--- src/sv/frame_ring_queue_defines.svh ---
// Assertion macros for the frame ring queue.
// Used by the top level; no other dependencies.
`ifndef FRAME_RING_QUEUE_DEFINES_SVH
`define FRAME_RING_QUEUE_DEFINES_SVH
`ifndef SYNTHESIS
// same-cycle implication
`define FRQ_ASSERT_IMPL(lbl, clk, rst_n, ante, cons) \
	lbl: assert property (@(posedge clk) disable iff (!rst_n) (ante) |-> (cons)) \
		else $error("frame ring queue: check failed");
// next-cycle implication
`define FRQ_ASSERT_NEXT(lbl, clk, rst_n, ante, cons) \
	lbl: assert property (@(posedge clk) disable iff (!rst_n) (ante) |=> (cons)) \
		else $error("frame ring queue: check failed");
`else
`define FRQ_ASSERT_IMPL(lbl, clk, rst_n, ante, cons)
`define FRQ_ASSERT_NEXT(lbl, clk, rst_n, ante, cons)
`endif
`endif

--- src/sv/frq_pkg.sv ---
// Shared types and constants of the frame ring queue.
// No dependencies; imported by the controller, datapath and top level.
package frq_pkg;

	localparam int FRAMES_DEF      = 8;
	localparam int FRAME_BYTES_DEF = 64;

	// fixed field widths
	localparam int OP_W   = 2;
	localparam int LEN_W  = 7;
	localparam int TS_W   = 64;
	localparam int TAG_W  = 32;
	localparam int BYTE_W = 8;
	localparam int STAT_W = 2;

	// opcodes
	localparam logic [OP_W-1:0] OP_PUSH = 2'd0;
	localparam logic [OP_W-1:0] OP_POP  = 2'd1;
	localparam logic [OP_W-1:0] OP_DROP = 2'd2;

	// status codes
	localparam logic [STAT_W-1:0] ST_OK       = 2'd0;
	localparam logic [STAT_W-1:0] ST_FULL     = 2'd1;
	localparam logic [STAT_W-1:0] ST_OVERSIZE = 2'd2;
	localparam logic [STAT_W-1:0] ST_EMPTY    = 2'd3;

	// what the output register is loaded with
	typedef enum logic [2:0] {
		KIND_PUSH,
		KIND_EMPTY,
		KIND_DROP,
		KIND_BYTE,
		KIND_META
	} kind_t;

	// controller to datapath
	typedef struct packed {
		logic  push;
		logic  pop_start;
		logic  pop_next;
		logic  pop_done;
		logic  drop;
		logic  out_load;
		kind_t kind;
	} cmd_t;

	// datapath to controller
	typedef struct packed {
		logic empty;
		logic oready;
		logic n_zero;
		logic last_byte;
	} stat_t;

endpackage

--- src/sv/frq_ctrl.sv ---
// Controller of the frame ring queue: idle / pop-stream state machine.
// Depends on frq_pkg.
module frq_ctrl import frq_pkg::*; (
	input  logic            clk,
	input  logic            arst_n,
	input  logic            in_valid,
	input  logic [OP_W-1:0] opcode,
	input  logic            end_of_frame,
	input  stat_t           stat,
	output logic            in_stall,
	output cmd_t            cmd
);

	localparam logic S_IDLE = 1'b0;
	localparam logic S_POP  = 1'b1;

	logic state_q, state_d;
	logic acc;

	// input side is open only in idle with room in the output register
	assign in_stall = (state_q != S_IDLE) || !stat.oready;
	assign acc      = in_valid && !in_stall;

	// command decode
	always_comb begin
		cmd     = '0;
		cmd.kind = KIND_PUSH;
		state_d = state_q;
		case (state_q)
			S_IDLE: begin
				if (acc) begin
					case (opcode)
						OP_PUSH: begin
							cmd.push     = 1'b1;
							cmd.out_load = end_of_frame;
							cmd.kind     = KIND_PUSH;
						end
						OP_POP: begin
							if (stat.empty) begin
								cmd.out_load = 1'b1;
								cmd.kind     = KIND_EMPTY;
							end else begin
								cmd.pop_start = 1'b1;
								state_d       = S_POP;
							end
						end
						OP_DROP: begin
							cmd.out_load = 1'b1;
							cmd.kind     = stat.empty ? KIND_EMPTY : KIND_DROP;
							cmd.drop     = !stat.empty;
						end
						default: begin
						end
					endcase
				end
			end
			S_POP: begin
				if (stat.oready) begin
					cmd.out_load = 1'b1;
					if (stat.n_zero) begin
						cmd.kind     = KIND_META;
						cmd.pop_done = 1'b1;
						state_d      = S_IDLE;
					end else begin
						cmd.kind = KIND_BYTE;
						if (stat.last_byte) begin
							cmd.pop_done = 1'b1;
							state_d      = S_IDLE;
						end else begin
							cmd.pop_next = 1'b1;
						end
					end
				end
			end
			default: begin
				state_d = S_IDLE;
			end
		endcase
	end

	always_ff @(posedge clk or negedge arst_n) begin
		if (!arst_n) begin
			state_q <= S_IDLE;
		end else begin
			state_q <= state_d;
		end
	end

endmodule

--- config.mk ---
export PLATFORM = sky130hd
export DESIGN_NAME = frq_ctrl
export DESIGN_NICKNAME = d
export VERILOG_FILES = /design/src/sv/frame_ring_queue_defines.svh /design/src/sv/frq_pkg.sv /design/src/sv/frq_ctrl.sv
export SDC_FILE = /design/constraint.sdc
export NUM_CORES = 1
export LEC_CHECK = 0
export BUFFER_PORTS_ARGS = -buffer_cell sky130_fd_sc_hd__buf_2
export CAP_MARGIN = 20
export CORE_AREA = 2 2 39 41
export CTS_CLUSTER_SIZE = 20
export DETAILED_ROUTE_END_ITERATION = 16
export DIE_AREA = 0 0 41 43
export SETUP_SLACK_MARGIN = 0.5
export SLEW_MARGIN = 10
export SYNTH_ARGS = -nofsm -noshare
export SYNTH_HDL_FRONTEND = slang
export SYNTH_SLANG_ARGS = --single-unit
--- constraint.sdc ---
create_clock -name clk -period 2.6 [get_ports clk]
set_clock_uncertainty 0.2 [all_clocks]
set_input_delay 0.13 -clock clk [delete_from_list [all_inputs] [get_ports clk]]
set_output_delay 0.13 -clock clk [all_outputs]
set_load 0.02 [all_outputs]
# --- Yosys cells after proc, flatten, opt, wreduce, memory -nomap -nowiden ---
# Index checks and enable logic that the tools add are counted.
op_classes:
  div_mod_pow: 0
  addsub: 0
  reduce_logical: 6
  n_lt_le_gt_ge: 0
  eq_ne: 2
  n_bitwise: 1
  n_shift: 0
  mul: 0
  mux: 23
ops:
  columns: ["op", "n"]
  rows:
  - ["$pmux W4 S3", 1]
  - ["$mux W1", 11]
  - ["$mux W2", 5]
  - ["$mux W4", 2]
  - ["$pmux W4 S2", 1]
  - ["$mux W5", 1]
  - ["$logic_not A1 Y1", 3]
  - ["$mux W3", 1]
  - ["$eq A2 B1 Y1 const B", 1]
  - ["$eq A2 B2 Y1 const B", 1]
  - ["$logic_not A2 Y1", 1]
  - ["$pmux W1 S2", 1]
  - ["$logic_and A1 B1 Y1", 1]
  - ["$logic_or A1 B1 Y1", 1]
  - ["$not A1 Y1", 1]
word_totals:
  latch_bits: 0
  ram_bits: 0
  n_memories: 0
  elab_cells: 33
  input_bits: 10
  out_inout_bits: 10
  romBits: 0
  regBits: 1

# --- Depth between registers and ports, before layout ---
logic_depth:
  ltp_word: 6
  mapped_depth: 3
  mapped_depth_nobuf: 3

# --- Worst setup path after synthesis ---
# OpenSTA, ideal clock, no wires.
synth_path:
  path_kind: "register -> output"
  from: "register state_q"
  to: "output cmd[1] (netlist name)"
  slack_ns: 1.001
  required_time_ns: 2.270
  path_buffers: 0
  t_arrival_ns: 1.269
  stages_incl_launch_ff: 4
  path_cell_list: "dfrtp_1 > nand3b_4 > nor4b_4 > o21bai_1"
synth_rtl:
  columns: ["element", "line", "source"]
  rows:
  - ["start: declaration", "frq_ctrl.sv:17", "logic state_q, state_d;"]
  - ["start signal: assignment", "frq_ctrl.sv:85", "state_q <= state_d;"]
  - ["end: declaration", "frq_ctrl.sv:11", "output cmd_t cmd"]

==> impl_metrics.tcl <==
set metrics [dict create \
    outcome "completed" \
    grt_start_max_net_pins 9 \
    path_clk_slew_ns 0 \
    via_count 265 \
    multi_input_area_um2 182.7 \
    max_freq_ghz 0.6582 \
    avgSynthCellArea_um2 9.030 \
    swShare 0.4139 \
    critPathMaxStageDelay_ns 0.43 \
    layout.nets 55 \
    start_util 0.1501 \
    clk_latency_ns 0 \
    crit_required_ns 2.27 \
    critPathLaunchType "flip-flop" \
    top_regs "state_q: 1 flops" \
    syn_nets 33 \
    yosys_warnings 0 \
    postCtsSetupBuffers 0 \
    worstPathCellList "nand3b_4, nor4b_4, o21bai_1, buf_2" \
    worst_slew_pin_slew_ns 0.2171 \
    grt_first_pass_wirelength_um 834 \
    power_frac_clock 0 \
    p_seq_frac 0.298 \
    p_total_uw 60.80 \
    drive_gt1_frac 0.5349 \
    max_cap_violations 0 \
    area_delta_synth_final_pct 60.24 \
    seq_area_um2 25.02 \
    p_int_uw 35.64 \
    ios 20 \
    irDropWorstVdd_v 0.00009536 \
    fillers 162 \
    num_antenna_cells 0 \
    end_kind "primary output" \
    largest_reg_flops 1 \
    slowest_stage "dfrtp_1" \
    fp.dieW_um 41 \
    worst_ep_arrival_time_ns 1.19 \
    die_h_um 43 \
    wl_per_cell_um 9.695 \
    combPwrFrac 0.702 \
    io_buffers 19 \
    crit_type "flip-flop to primary output" \
    cp_max_fo 8 \
    p_leak_uw 0.0001852 \
    yosysUniqueCellTypes 16 \
    setup_violations 0 \
    ant_nets 0 \
    synthCells 23 \
    ys_seq_area_frac 0.1205 \
    hold_violations 0 \
    globalplace.congestion 0.6585 \
    drtIter0Drc 4 \
    ys_ff_latch 1 \
    holdWs_ns 0.2409 \
    grt_usage 0.06406 \
    hold_class "primary input to asynchronous set/reset pin" \
    die_area_um2 1763 \
    place_ws_ns 1.054 \
    core_um2 1384 \
    fin_tns_setup_ns 0 \
    row_count 14 \
    drt-total-wl_um 572 \
    min_period_ns 1.519 \
    gr-total-overflow 0 \
    antenna_found_initial 0 \
    powerDensity_nw_per_um2 182.7 \
    drv_slew 0 \
    rsz0062_at_grt "no" \
    relSlewSlack 0.8546 \
    hpwl_um 507.9 \
    largest-register "state_q" \
    cts-resized-gates 0 \
    drc_errors 0 \
    first_pass_iters 4 \
    synth_area_um2 207.7 \
    power.switching_uw 25.16 \
    setup_ws_ns 1.081 \
    hold_buffers 1 \
    grt_pass1_vias 198 \
    post-route-period-util 0.5844 \
    vias_per_cell 4.492 \
]
-- stage by stage --
step | instance area, um^2 | instances | util
after floorplan | 207.7 | 23 | -
after global placement | 322.8 | 58 | 0.2333
after detailed placement | 322.8 | 58 | 0.2333
after CTS | 332.8 | 59 | 0.2405
after global routing | 332.8 | 59 | 0.2405
final | 332.8 | 59 | 0.2405
-- final timing paths --
kind	start	cells after the start	end	slack, ns
min in group clk	stat[2]	3	state_q$_DFF_PN0_	0.32
hold reg to reg	state_q$_DFF_PN0_	1	state_q$_DFF_PN0_	0.42
hold / removal	arst_n	2	state_q$_DFF_PN0_	0.24
setup / recovery	state_q$_DFF_PN0_	4	cmd[1]	1.08
setup reg to reg	state_q$_DFF_PN0_	3	state_q$_DFF_PN0_	1.29
max in group asynchronous	arst_n	2	state_q$_DFF_PN0_	1.87
-- placed cells by master (no fill, tap or decap), drive strengths merged --
cell type,n
dlygate4sd3,1
o21a,1
nand3b,1
a21o,1
or2b,1
o21bai,1
xnor2,1
nand2,2
and3,1
nor2b,1
dfrtp,1
nor3,3
nor3b,2
buf,19
o31a,1
nor4b,2
o21ai,1
nor2,3
-- power by group through the flow --
| stage | Clock (uW) | Combinational (uW) | Sequential [uW] |
|---|---|---|---|
| finish | 0 | 42.7 | 18.1 |
| global route | 0 | 46.5 | 18.4 |
| CTS | 0 | 43.4 | 18.1 |
| detailed placement | 0 | 42.2 | 18.2 |
| global placement | 0 | 41.7 | 17.9 |
| floorplan | 0 | 21.9 | 17.7 |
-- routing by layer --
layer | up-vias | share of wire | global-route usage
met5 | - | 0 | 0
met4 | 0 | 0 | 0
met3 | 0 | 0.084 | 0
met2 | 14 | 0.50 | 0.1063
met1 | 123 | 0.42 | 0.09554
li1 | 128 | - | -
-- cell usage after synthesis --
cell	instances	area, um^2
a21o_1	1	7.510
nor4b_4	2	47.55
o21bai_1	1	7.510
or2b_1	1	7.510
nor2b_1	1	6.260
nor2_1	3	11.26
nand3b_4	1	20.02
o21a_1	1	7.510
o21ai_0	1	5.000
nor3_1	3	15.01
nand2_1	2	7.510
dfrtp_1	1	25.02
o31a_1	1	8.760
xnor2_1	1	8.760
nor3b_1	2	15.01
and3_2	1	7.510
-- cell type report --
class	count	share of cell area
Multi-Input combinational cell	22	0.5489
Sequential cell	1	0.07519
Tap cell	16	0.06015
Timing Repair Buffer	20	0.3158
-- cell families after synthesis --
family / share of synthesized area
AOI/OAI and AO/OA: 0.1747
xor gates and xnor gates: 0.04218
DFF: 0.1205
and+or+nand+nor: 0.6627
-- worst max-delay path, delay by kind of cell, from the launching register on --
| family | cells | cell delay, ns |
|---|---|---|
| DFF | 1 | 0.43 |
| AOI/OAI and AO/OA | 1 | 0.14 |
| and+or+nand+nor | 2 | 0.45 |
| buffers and inverters | 1 | 0.17 |
Note: power is estimated with default switching activity, not from simulation.
